<file path="src/design/owtr_pkg.sv">
// shared types, register map and constants of the 1-Wire temperature read master
`default_nettype none

package owtr_pkg;

    localparam int OWTR_TIMER_BITS = 10;
    localparam int OWTR_CFG_W      = 10;
    localparam int OWTR_ADDR_W     = 5;
    localparam int OWTR_DATA_W     = 32;

    // rom and function commands sent LSB first
    localparam logic [7:0] CMD_SKIP_ROM = 8'hCC;
    localparam logic [7:0] CMD_CONVERT  = 8'h44;
    localparam logic [7:0] CMD_READ_SP  = 8'hBE;

    localparam logic [OWTR_CFG_W-1:0] RST_RESET_LOW  = 10'd750;
    localparam logic [OWTR_CFG_W-1:0] RST_PRES_TMO   = 10'd255;
    localparam logic [OWTR_CFG_W-1:0] RST_RECOVERY   = 10'd750;
    localparam logic [OWTR_CFG_W-1:0] RST_SLOT_START = 10'd8;
    localparam logic [OWTR_CFG_W-1:0] RST_SLOT_HOLD  = 10'd75;

    typedef enum logic [2:0] {
        REG_RESET_LOW  = 3'd0,
        REG_PRES_TMO   = 3'd1,
        REG_RECOVERY   = 3'd2,
        REG_SLOT_START = 3'd3,
        REG_SLOT_HOLD  = 3'd4
    } t_reg_idx;

    typedef enum logic [3:0] {
        ST_IDLE  = 4'd0,
        ST_RST1  = 4'd1,
        ST_PRES1 = 4'd2,
        ST_REC1  = 4'd3,
        ST_W_CC1 = 4'd4,
        ST_W_44  = 4'd5,
        ST_RST2  = 4'd6,
        ST_PRES2 = 4'd7,
        ST_REC2  = 4'd8,
        ST_W_CC2 = 4'd9,
        ST_W_BE  = 4'd10,
        ST_R_LO  = 4'd11,
        ST_R_HI  = 4'd12
    } t_step;

    typedef struct packed {
        logic [OWTR_CFG_W-1:0] reset_low_ticks;
        logic [OWTR_CFG_W-1:0] presence_timeout_ticks;
        logic [OWTR_CFG_W-1:0] reset_recovery_ticks;
        logic [OWTR_CFG_W-1:0] slot_start_ticks;
        logic [OWTR_CFG_W-1:0] slot_hold_ticks;
    } t_cfg;

    typedef struct packed {
        logic req_type;
        logic line_level;
    } t_in_item;

    typedef struct packed {
        logic       drive_low;
        logic       busy_res;
        logic       done_res;
        logic [7:0] temperature;
    } t_out_item;

endpackage

`default_nettype wire

</file>
<file path="src/design/owtr_cfg.sv">
// apb register file holding the bus timing registers
`default_nettype none

module owtr_cfg (
    input  wire                               i_clk,
    input  wire                               i_rst_n,
    input  wire                               psel,
    input  wire                               penable,
    input  wire                               pwrite,
    input  wire  [owtr_pkg::OWTR_ADDR_W-1:0]  paddr,
    input  wire  [owtr_pkg::OWTR_DATA_W-1:0]  pwdata,
    output logic [owtr_pkg::OWTR_DATA_W-1:0]  prdata,
    output logic                              pready,
    output owtr_pkg::t_cfg                    o_cfg
);
    import owtr_pkg::*;

    t_cfg                  r_cfg;
    t_reg_idx              reg_idx;
    logic                  wr_en;
    logic [OWTR_CFG_W-1:0] wr_val;
    logic [OWTR_CFG_W-1:0] rd_val;

    assign reg_idx = t_reg_idx'(paddr[OWTR_ADDR_W-1:2]);
    assign wr_en   = psel && penable && pwrite;
    assign wr_val  = pwdata[OWTR_CFG_W-1:0];
    assign pready  = 1'b1;

    always_ff @(posedge i_clk) begin
        if (!i_rst_n) begin
            r_cfg.reset_low_ticks        <= RST_RESET_LOW;
            r_cfg.presence_timeout_ticks <= RST_PRES_TMO;
            r_cfg.reset_recovery_ticks   <= RST_RECOVERY;
            r_cfg.slot_start_ticks       <= RST_SLOT_START;
            r_cfg.slot_hold_ticks        <= RST_SLOT_HOLD;
        end else if (wr_en) begin
            unique case (reg_idx)
                REG_RESET_LOW:  r_cfg.reset_low_ticks        <= wr_val;
                REG_PRES_TMO:   r_cfg.presence_timeout_ticks <= wr_val;
                REG_RECOVERY:   r_cfg.reset_recovery_ticks   <= wr_val;
                REG_SLOT_START: r_cfg.slot_start_ticks       <= wr_val;
                REG_SLOT_HOLD:  r_cfg.slot_hold_ticks        <= wr_val;
                default: ;
            endcase
        end
    end

    always_comb begin
        unique case (reg_idx)
            REG_RESET_LOW:  rd_val = r_cfg.reset_low_ticks;
            REG_PRES_TMO:   rd_val = r_cfg.presence_timeout_ticks;
            REG_RECOVERY:   rd_val = r_cfg.reset_recovery_ticks;
            REG_SLOT_START: rd_val = r_cfg.slot_start_ticks;
            REG_SLOT_HOLD:  rd_val = r_cfg.slot_hold_ticks;
            default:        rd_val = '0;
        endcase
    end

    assign prdata = {{(OWTR_DATA_W-OWTR_CFG_W){1'b0}}, rd_val};
    assign o_cfg  = r_cfg;

endmodule

`default_nettype wire

</file>
<file path="src/design/owtr_seq.sv">
// bus sequencer: one tick per accepted item, state advanced in a single pass
`default_nettype none

module owtr_seq #(
    parameter int TIMER_BITS = owtr_pkg::OWTR_TIMER_BITS
) (
    input  wire                  i_clk,
    input  wire                  i_rst_n,
    input  wire                  i_accept,
    input  owtr_pkg::t_in_item   i_item,
    input  owtr_pkg::t_cfg       i_cfg,
    output owtr_pkg::t_out_item  o_res
);
    import owtr_pkg::*;

    localparam int CMP_W = ((TIMER_BITS > OWTR_CFG_W) ? TIMER_BITS : OWTR_CFG_W) + 1;

    t_step                 r_step,    n_step;
    logic [2:0]            r_bit,     n_bit;
    logic [TIMER_BITS-1:0] r_timer,   n_timer;
    logic                  r_phase,   n_phase;
    logic [7:0]            r_shift,   n_shift;
    logic [7:0]            r_low,     n_low;
    logic [7:0]            r_reading, n_reading;

    // effective state once a start request in idle has been taken
    t_step                 e_step;
    logic [2:0]            e_bit;
    logic [TIMER_BITS-1:0] e_timer;
    logic                  e_phase;

    logic [OWTR_CFG_W-1:0] len_sel;
    logic [CMP_W-1:0]      timer_inc;
    logic                  over;
    logic [7:0]            shift_rd;
    logic                  do_enter;
    t_step                 enter_to;
    t_step                 step_succ;

    always_comb begin
        if (r_step == ST_IDLE && i_item.req_type) begin
            e_step  = ST_RST1;
            e_bit   = '0;
            e_timer = '0;
            e_phase = 1'b0;
        end else begin
            e_step  = r_step;
            e_bit   = r_bit;
            e_timer = r_timer;
            e_phase = r_phase;
        end
    end

    always_comb begin
        unique case (e_step)
            ST_RST1, ST_RST2:                      len_sel = i_cfg.reset_low_ticks;
            ST_PRES1, ST_PRES2:                    len_sel = i_cfg.presence_timeout_ticks;
            ST_REC1, ST_REC2:                      len_sel = i_cfg.reset_recovery_ticks;
            ST_W_CC1, ST_W_44, ST_W_CC2, ST_W_BE:
                len_sel = e_phase ? i_cfg.slot_hold_ticks : i_cfg.slot_start_ticks;
            default:                               len_sel = i_cfg.slot_hold_ticks;
        endcase
    end

    // a phase ends when the count reaches its length or the timer saturates
    assign timer_inc = CMP_W'(e_timer) + CMP_W'(1);
    assign over      = (timer_inc >= CMP_W'(len_sel)) || (&e_timer);
    assign step_succ = t_step'(4'(e_step) + 4'd1);
    // read slot samples the line on its first released tick
    assign shift_rd  = (e_timer == '0) ? {i_item.line_level, r_shift[7:1]} : r_shift;

    // next state
    always_comb begin
        n_step    = e_step;
        n_bit     = e_bit;
        n_timer   = e_timer;
        n_phase   = e_phase;
        n_shift   = r_shift;
        n_low     = r_low;
        n_reading = r_reading;
        do_enter  = 1'b0;
        enter_to  = ST_IDLE;
        unique case (e_step)
            ST_RST1, ST_RST2, ST_REC1, ST_REC2: begin
                if (over) begin
                    do_enter = 1'b1;
                    enter_to = step_succ;
                end else begin
                    n_timer = e_timer + TIMER_BITS'(1);
                end
            end
            ST_PRES1, ST_PRES2: begin
                if (!i_item.line_level || over) begin
                    do_enter = 1'b1;
                    enter_to = step_succ;
                end else begin
                    n_timer = e_timer + TIMER_BITS'(1);
                end
            end
            ST_W_CC1, ST_W_44, ST_W_CC2, ST_W_BE: begin
                if (!over) begin
                    n_timer = e_timer + TIMER_BITS'(1);
                end else if (!e_phase) begin
                    n_phase = 1'b1;
                    n_timer = '0;
                end else begin
                    n_shift = {1'b0, r_shift[7:1]};
                    if (e_bit == 3'd7) begin
                        do_enter = 1'b1;
                        enter_to = step_succ;
                    end else begin
                        n_bit   = e_bit + 3'd1;
                        n_phase = 1'b0;
                        n_timer = '0;
                    end
                end
            end
            ST_R_LO, ST_R_HI: begin
                if (!e_phase) begin
                    n_phase = 1'b1;
                    n_timer = '0;
                end else begin
                    n_shift = shift_rd;
                    if (!over) begin
                        n_timer = e_timer + TIMER_BITS'(1);
                    end else if (e_bit != 3'd7) begin
                        n_bit   = e_bit + 3'd1;
                        n_phase = 1'b0;
                        n_timer = '0;
                    end else if (e_step == ST_R_LO) begin
                        n_low    = shift_rd;
                        do_enter = 1'b1;
                        enter_to = ST_R_HI;
                    end else begin
                        n_reading = {shift_rd[3:0], r_low[7:4]};
                        do_enter  = 1'b1;
                        enter_to  = ST_IDLE;
                    end
                end
            end
            default: begin
                do_enter = 1'b1;
                enter_to = ST_IDLE;
            end
        endcase
        if (do_enter) begin
            n_step  = enter_to;
            n_bit   = '0;
            n_timer = '0;
            n_phase = 1'b0;
            case (enter_to)
                ST_W_CC1, ST_W_CC2: n_shift = CMD_SKIP_ROM;
                ST_W_44:            n_shift = CMD_CONVERT;
                ST_W_BE:            n_shift = CMD_READ_SP;
                default: ;
            endcase
        end
    end

    // outputs
    always_comb begin
        o_res.drive_low   = 1'b0;
        o_res.busy_res    = 1'b1;
        o_res.done_res    = 1'b0;
        o_res.temperature = n_reading;
        unique case (e_step)
            ST_RST1, ST_RST2:                      o_res.drive_low = 1'b1;
            ST_W_CC1, ST_W_44, ST_W_CC2, ST_W_BE:  o_res.drive_low = !e_phase || !r_shift[0];
            ST_R_LO, ST_R_HI: begin
                o_res.drive_low = !e_phase;
                if (e_step == ST_R_HI && e_phase && over && e_bit == 3'd7) begin
                    o_res.busy_res = 1'b0;
                    o_res.done_res = 1'b1;
                end
            end
            ST_PRES1, ST_PRES2, ST_REC1, ST_REC2: ;
            default:                               o_res.busy_res = 1'b0;
        endcase
    end

    always_ff @(posedge i_clk) begin
        if (!i_rst_n) begin
            r_step    <= ST_IDLE;
            r_bit     <= '0;
            r_timer   <= '0;
            r_phase   <= 1'b0;
            r_shift   <= '0;
            r_low     <= '0;
            r_reading <= '0;
        end else if (i_accept) begin
            r_step    <= n_step;
            r_bit     <= n_bit;
            r_timer   <= n_timer;
            r_phase   <= n_phase;
            r_shift   <= n_shift;
            r_low     <= n_low;
            r_reading <= n_reading;
        end
    end

endmodule

`default_nettype wire

</file>
<file path="src/design/onewire_temperature_read_master_top.sv">
// 1-Wire temperature read master: tick channel in, per-tick result channel out, apb registers
//
// Each transfer on the input channel is one bus timing tick carrying the sampled line
// level and an optional start request. Every accepted tick yields exactly one result
// transfer: drive_low for that tick, busy, a one-tick done flag and the last whole-degree
// reading. A start request in idle runs reset, presence wait, recovery, skip-rom and
// convert, a second reset, skip-rom and read-scratchpad, then a two-byte read.
// The result of a tick is registered: it sits in the output register on the cycle
// after its transfer. One tick is taken per cycle unless the input stalls; the sequencer
// state advances in a single pass from the accepted tick, bounded by the timer compare.
// When the receiver stalls, the output register holds its result and the input stall
// rises only while that register is full and stalled, so a tick still enters whenever
// the pending result drains in the same cycle.
// Reset (synchronous, active low) returns the sequencer to idle, clears the reading and
// loads the timing registers with their defaults. The user must write timing registers over
// apb only while the block is idle; the block does not enforce this. pready is always high.
`default_nettype none

module onewire_temperature_read_master_top #(
    parameter int TIMER_BITS = owtr_pkg::OWTR_TIMER_BITS
) (
    input  wire                               i_clk,
    input  wire                               i_rst_n,
    input  wire                               i_in_valid,
    output logic                              o_in_stall,
    input  owtr_pkg::t_in_item                i_in_item,
    output logic                              o_out_valid,
    input  wire                               i_out_stall,
    output owtr_pkg::t_out_item               o_out_item,
    input  wire                               psel,
    input  wire                               penable,
    input  wire                               pwrite,
    input  wire  [owtr_pkg::OWTR_ADDR_W-1:0]  paddr,
    input  wire  [owtr_pkg::OWTR_DATA_W-1:0]  pwdata,
    output logic [owtr_pkg::OWTR_DATA_W-1:0]  prdata,
    output logic                              pready
);
    import owtr_pkg::*;

    t_cfg      cfg;
    t_out_item res;
    t_out_item r_out;
    logic      r_out_valid;
    logic      accept;

    assign o_in_stall = r_out_valid && i_out_stall;
    assign accept     = i_in_valid && !o_in_stall;

    owtr_cfg u_cfg (
        .i_clk   (i_clk),
        .i_rst_n (i_rst_n),
        .psel    (psel),
        .penable (penable),
        .pwrite  (pwrite),
        .paddr   (paddr),
        .pwdata  (pwdata),
        .prdata  (prdata),
        .pready  (pready),
        .o_cfg   (cfg)
    );

    owtr_seq #(
        .TIMER_BITS (TIMER_BITS)
    ) u_seq (
        .i_clk    (i_clk),
        .i_rst_n  (i_rst_n),
        .i_accept (accept),
        .i_item   (i_in_item),
        .i_cfg    (cfg),
        .o_res    (res)
    );

    always_ff @(posedge i_clk) begin
        if (!i_rst_n) begin
            r_out_valid <= 1'b0;
            r_out       <= '0;
        end else if (accept) begin
            r_out_valid <= 1'b1;
            r_out       <= res;
        end else if (!i_out_stall) begin
            r_out_valid <= 1'b0;
        end
    end

    assign o_out_valid = r_out_valid;
    assign o_out_item  = r_out;

    // every accepted tick produces a result on the next cycle
    a_tick_result: assert property (@(posedge i_clk) disable iff (!i_rst_n)
        accept |=> o_out_valid)
        else $error("accepted tick produced no result");

    // input stalls only behind a full, stalled output register
    a_stall_cause: assert property (@(posedge i_clk) disable iff (!i_rst_n)
        o_in_stall |-> (o_out_valid && i_out_stall))
        else $error("input stalled without a pending result");

    // the finishing tick is never flagged busy
    a_done_idle: assert property (@(posedge i_clk) disable iff (!i_rst_n)
        (o_out_valid && o_out_item.done_res) |-> !o_out_item.busy_res)
        else $error("done and busy together");

    // the reading changes only on a done result
    a_temp_on_done: assert property (@(posedge i_clk) disable iff (!i_rst_n)
        (i_rst_n && $past(i_rst_n) && !$stable(r_out.temperature)) |-> r_out.done_res)
        else $error("reading changed without done");

endmodule

`default_nettype wire

</file>
<file path="config.mk">
export PLATFORM = sky130hd
export DESIGN_NAME = onewire_temperature_read_master_top
export DESIGN_NICKNAME = d
export VERILOG_FILES = /design/src/design/owtr_pkg.sv /design/src/design/owtr_cfg.sv /design/src/design/owtr_seq.sv /design/src/design/onewire_temperature_read_master_top.sv
export SDC_FILE = /design/constraint.sdc
export NUM_CORES = 1
export LEC_CHECK = 0
export ABC_CLOCK_PERIOD_IN_PS = 3620
export BUFFER_PORTS_ARGS = -buffer_cell sky130_fd_sc_hd__buf_2
export CAP_MARGIN = 20
export CORE_ASPECT_RATIO = 0.75
export CORE_MARGIN = 2
export CORE_UTILIZATION = 40
export DETAILED_ROUTE_END_ITERATION = 7
export PLACE_DENSITY = 0.61
export SYNTH_ARGS = -nofsm -noshare
export SYNTH_HDL_FRONTEND = slang
export SYNTH_SLANG_ARGS = --single-unit
</file>
<file path="constraint.sdc">
create_clock -name i_clk -period 3.62 [get_ports i_clk]
set_clock_uncertainty 0.05 [all_clocks]
set_input_delay 0.181 -clock i_clk [delete_from_list [all_inputs] [get_ports i_clk]]
set_output_delay 0.181 -clock i_clk [all_outputs]
set_load 0.05 [all_outputs]
</file>
=== Word level (Yosys, flattened, before mapping) ===
Index checks and enable logic that the tools add are counted.

* Register bits after elaboration: 96
* Word-level logic and storage cells: 144

* Add/sub/neg operators: 4
* $lt $le $gt $ge: 1
* Eq/ne operators: 23
* Muxes and demuxes: 64
* Bitwise logic cells: 2
* Reduce and logical (&&, ||, !) cells: 34

{| class="wikitable"
|+ Operators by type and width
! operator !! count
|-
| 10-bit two-way mux || 11
|-
| 10-bit case mux with 4 select lines || 2
|-
| 10-bit case mux with 5 select lines || 1
|-
| 4-bit two-way mux || 11
|-
| 8-bit two-way mux || 5
|-
| 4-bit == test, second input constant || 7
|-
| 4-bit by 3-bit == test with 1-bit output, second input constant || 6
|-
| 3-bit two-way mux || 8
|-
| 8-bit case mux with 3 select lines || 1
|-
| 1-bit two-way mux || 17
|-
| 4-bit case mux with 4 select lines || 1
|-
| 8-bit case mux with 2 select lines || 1
|-
| 6-bit AND reduction || 2
|-
| 10-bit by 1-bit adder with 11-bit output, second input constant || 1
|-
| 11-bit by 10-bit >= comparator with 1-bit output || 1
|-
| 10-bit by 1-bit adder with 10-bit output, second input constant || 1
|-
| 10-bit zero test || 1
|-
| 10-bit AND reduction || 1
|-
| 2-bit AND reduction || 5
|-
| 10-bit OR reduction || 1
|-
| 2-bit OR reduction || 5
|-
| 4-bit by 2-bit == test with 1-bit output, second input constant || 2
|-
| 1-bit logical AND || 8
|-
| 4-bit OR reduction || 2
|-
| 18 further kinds || 27
|}

=== Longest topological paths before layout ===
* Depth in word-level cells: 15
* Depth in mapped cells: 20
* Gate-level depth less buffers: 17

=== By module ===
From an unflattened synthesis, not the netlist that was laid out.

* Cell total of the unflattened synthesis: 792
* Area total of the unflattened synthesis: 6,536.3 um^2

{| class="wikitable"
|+ Modules (own cells, without submodules)
! module !! times used !! cells an instance !! area an instance (um^2) !! sequential area each (um^2)
|-
| owtr_seq || 1 || 457 || 3,494.6 || 760.7
|-
| owtr_cfg || 1 || 284 || 2,546.2 || 1,001.0
|-
| onewire_temperature_read_master_top || 1 || 51 || 495.5 || 240.2
|}

=== Worst setup path after synthesis ===
Ideal clock, no wire load.

* Path type: reg-to-reg
* Start: register u_seq.r_step[2]
* End: register u_seq.r_timer[1]
* Arrival: 3.500 ns
* Required time: 3.509 ns
* Setup slack: 0.009 ns
* Cell stages (with the launch flop): 18
* Clock period less this slack: 3.611 ns
* Path through: dfxtp_1 -> nor2_2 -> nand3_1 -> clkbuf_1 -> nand2_1 -> inv_1 -> ha_1 -> nand3_1 -> nor2_4 -> xnor2_1 -> nor2_1 -> ha_1 -> o211a_1 -> a211oi_2 -> o21ai_1 -> nor3_1 -> o21ai_0 -> nand2_1

* Word-level cells in the longest chain between the ends: 12
* Elaborated cells between the ends (all ways): 53

{| class="wikitable"
|+ RTL lines
! item !! line !! RTL
|-
| start: declaration || owtr_seq.sv:18 || <nowiki>t_step r_step, n_step;</nowiki>
|-
| start signal: assignment || owtr_seq.sv:191 || <nowiki>r_step <= n_step;</nowiki>
|-
| parallel branches: the longest is 11 deep, another holds 10-bit by 1-bit adder with 11-bit output || n/a ||
|-
| 10-bit two-way mux (*) || owtr_seq.sv:146 || <nowiki>if (do_enter) begin</nowiki>
|-
| end signal: assignment || owtr_seq.sv:193 || <nowiki>r_timer <= n_timer;</nowiki>
|-
| end: declaration || owtr_seq.sv:20 || <nowiki>logic [TIMER_BITS-1:0] r_timer, n_timer;</nowiki>
|}

Mark *: on every way between the ends.
A chain may end at the register's enable or synchronous reset.

=== Worst setup path in the final report ===
* Start: register u_seq.r_step[3]
* End: register u_seq.r_step[2]

* Word-level cells in the longest chain between the ends: 12
* Elaborated cells between the ends (all ways): 54

{| class="wikitable"
|+ RTL lines
! item !! line
|-
| parallel branches: the longest is 11 deep, another holds 10-bit by 1-bit adder with 11-bit output || n/a
|-
| 4-bit two-way mux (*) || owtr_seq.sv:146
|}

Marks and branches as above.

==> impl_metrics.py <==
metrics = {
    "worst_setup_path": {
        "cp_slowest_stage_delay_ps": 570,
        "worstRegToRegCells": 16,
        "arrival_ps": 3780,
        "ff2ff_setup_slack_ps": 50,
        "crit_start": "u_seq.r_step[3]$_SDFFE_PN0P_",
        "cp_num_buf_inv": 4,
        "cp_max_fo": 8,
        "critPathCaptureType": "flop",
        "crit_required_ps": 3830,
        "r2r_end": "u_seq.r_step[2]$_SDFFE_PN0P_",
        "critPathKind": "reg2reg",
        "path_delay_family": "compound AO/OA/AOI/OAI gates",
        "crit_path_start_kind": "flop",
        "r2r-start": "u_seq.r_step[3]$_SDFFE_PN0P_",
        "slowest_stage": "or4_4",
        "cp_cell_sequence": "buf_4 > o21ba_1 > a211o_1 > o31ai_4 > buf_6 > buf_4 > a21oi_2 > ha_1 > nor2_1 > nor2_2 > a21oi_4 > buf_6 > o211ai_4 > nand3_2 > or4_4 > o211ai_2",
    },
    "worst_hold_path": {
        "hold_path_class": "in2reg",
        "min-delay-start": "i_in_valid",
        "holdPathStages": 2,
        "hold-path-endpoint": "o_out_valid$_SDFFE_PN0P_",
    },
    "clocking": {
        "ctsHoldBuffers": 0,
        "cts-root-buf": "clkbuf_16",
        "cts_buffers": 9,
        "cts.htree.levels": 3,
        "clock_latency_ps": 340,
        "cts_tree": "done",
        "clock_path_buffers": 2,
        "cts.sinks": 92,
        "path_clk_slew_ps": 60,
    },
    "grt": {
        "grtUsageTotal_pct": 22.77,
        "antenna_found_initial": 0,
        "grt_max_degree": 30,
        "overflow": 0,
        "grt_pass1_wl_mm": 27.09,
        "grt_pass1_vias": 5114,
    },
    "yosys": {
        "netlist_top_cells_count": "nand2_1 (121), dfxtp_1 (92), nor2_1 (64)",
        "yosys.area.top_type_share_pct": 33.08,
        "yosysSeqAreaShare_pct": 33.08,
        "synth.largest_area_cell": "dfxtp_1",
        "synthMostInstantiatedCell": "nand2_1",
        "synth_area_per_cell_um2": 7.886,
        "syn_area_mm2": 0.005568,
        "yosys_warnings": 0,
        "synth.distinct_cells": 77,
        "synth_cells": 706,
        "synth_edf_count": 0,
        "async_reset_ff_share_pct": 0,
        "synth.area.top_cells": "dfxtp_1 (33%), nand2_1 (8.2%), mux2i_1 (7.0%)",
        "synth_seq_cells": 92,
        "ys.flop_type": "dfxtp_1",
    },
    "layout": {
        "postLayoutCellArea_mm2": 0.006934,
        "n_fill_cell": 1260,
        "area_delta_synth_final_pct": 24.54,
        "layout-drive-gt1-share_pct": 25.47,
        "stdcell_count": 976,
        "n_antenna_cell": 0,
        "final_util_pct": 50.77,
        "num-nets-final": 856,
    },
    "timing": {
        "setup_violations": 0,
        "worst_slew_pin_slew_ps": 891.2,
        "max-slew-margin-rel_pct": 40.37,
        "finalCriticalPeriod_ps": 3573,
        "hold_ws_ps": 39.21,
        "rsz0062_at_grt": "true",
        "maxSlewViolCount": 0,
        "post-route-period-util_pct": 98.69,
        "final_hold_viol_count": 0,
        "timing.fmax_mhz": 279.9,
    },
    "placement": {
        "port_buffers": 44,
        "place_area_mm2": 0.006176,
        "hpwl_mm": 12.34,
        "dp.cells": 944,
        "gp_congestion": 0.9270,
    },
    "run": {
        "drv_cap": 0,
    },
    "die": {
        "chipHeight_um": 106.2,
        "dieArea_mm2": 0.01489,
        "start_util_pct": 40.77,
        "num_rows": 37,
        "top_level_ports": 92,
        "die_w_um": 140.2,
        "core-area_mm2": 0.01366,
    },
    "run_status": {
        "outcome": "finished, final reports clean",
    },
    "pwr": {
        "peakVddDrop_v": 0.0001687,
        "power.density_mw_per_mm2": 398.5,
        "power_mw": 2.763,
        "p_leak_nw": 2.931,
    },
    "drt": {
        "final_antenna_net_count": 0,
        "first_pass_iters": 6,
        "drtIter0Drc": 597,
        "wl_per_cell_um": 18.10,
        "wirelength_mm": 17.67,
        "drc": 0,
        "vias": 5628,
        "viasPerCell": 5.766,
    },
}
==> placed cells by master, fill, tap and decap left out, types with 9 or more instances in the layout <==
cell type | synthesis | final
a211oi_1 | 11 | 9
a21oi_1 | 43 | 37
a222oi_1 | 10 | 10
a22oi_1 | 9 | 9
buf_2 | 5 | 44
buf_4 | 26 | 68
buf_6 | 6 | 11
clkbuf_16 | 0 | 9
conb_1 | 2 | 23
dfxtp_1 | 92 | 88
ha_1 | 13 | 11
inv_1 | 9 | 9
mux2i_1 | 39 | 39
nand2_1 | 121 | 118
nand3_1 | 46 | 42
nor2_1 | 64 | 59
o21ai_0 | 35 | 32
o22ai_1 | 12 | 12
==> cells by family (layout without fill, tap and decap cells) <==
kind of cell	Yosys count	count (layout)	synth area share (%)
AND/OR/NAND/NOR	296	296	25.19
flip-flops	92	92	33.08
AO/OA/AOI/OAI	180	180	22.52
multiplexers	39	39	7.011
adder cells (fa/ha/maj)	13	13	2.921
buffers and inverters	77	151	8.045
other	2	23	0.1349
XOR/XNOR	7	7	1.101
==> metrics by stage <==
step	setup TNS [ps]	worst slack (ps)
floorplan	0	8.993
global placement	-4440	-210.0
CTS	0	15.78
detailed placement	-11290	-463.9
finish	0	47.34
global route	-756.0	-111.8
==> per-layer routing <==
layer / track usage, % / vias up / wire, um
li1: - / 2687 / -
met1: 33.72 / 2656 / 8264
met2: 33.09 / 269 / 7631
met3: 5.360 / 16 / 1649
met4: 5.772 / 0 / 121
met5: 0 / - / 0
==> power by group <==
group	total, mW	leakage [nW]	switching, mW	internal [mW]
Sequential	1.05	0.748	0.0201	1.03
Clock	1.01	0.147	0.403	0.606
Combinational	0.705	2.04	0.435	0.270
==> timing repair <==
item	in CTS	in global routing
resized for setup	20	57
setup endpoints to repair	40	39
pin swaps	5	29
setup buffers	4	12
cloned	1	0
endpoints found under the hold margin	0	0
==> state kept, by name (all words and copies together), names as in the netlist <==
name,cells
u_seq.r_timer,10
u_cfg.o_cfg,50
u_seq.r_phase,1
o_out_valid,1
u_seq.r_reading,8
o_out_item,3
u_seq.r_bit,3
u_seq.r_step,4
u_seq.r_shift,8
u_seq.r_low,4
==> cell type report <==
cell class | count | area [um2] | share of cell area [%]
clock inverters | 5 | 86.33 | 1.245
inverters | 10 | 37.54 | 0.5413
clock buffers | 10 | 229.0 | 3.302
flip-flops and latches | 92 | 1857 | 26.78
well taps | 175 | 219.0 | 3.158
repair buffers | 126 | 914.6 | 13.19
multi-input cells | 558 | 3591 | 51.79
==> worst reg2reg max path, cell delays in order, from the launching register on <==
cell      delay [ps]
dfxtp_4          380
buf_4            160
o21ba_1          190
a211o_1          330
o31ai_4          280
buf_6            190
buf_4            110
a21oi_2           60
ha_1             280
nor2_1            60
nor2_2           170
a21oi_4           90
buf_6            140
o211ai_4         240
nand3_2          120
or4_4            570
o211ai_2          70
==> worst max-delay path by stage <==
stage	depth (start not counted)	slack, ps	endpoint
2_1_floorplan	17	9	u_seq.r_timer[1]$_SDFFE_PN0P_
3_3_place_gp	15	-210	u_seq.r_reading[4]$_SDFFE_PN0P_
3_5_place_dp	15	-460	u_seq.r_reading[4]$_SDFFE_PN0P_
4_1_cts	16	20	u_seq.r_step[2]$_SDFFE_PN0P_
5_1_grt	18	-110	u_seq.r_step[2]$_SDFFE_PN0P_
6_report	16	50	u_seq.r_step[2]$_SDFFE_PN0P_
No activity file was read; power rests on OpenSTA's default activity.
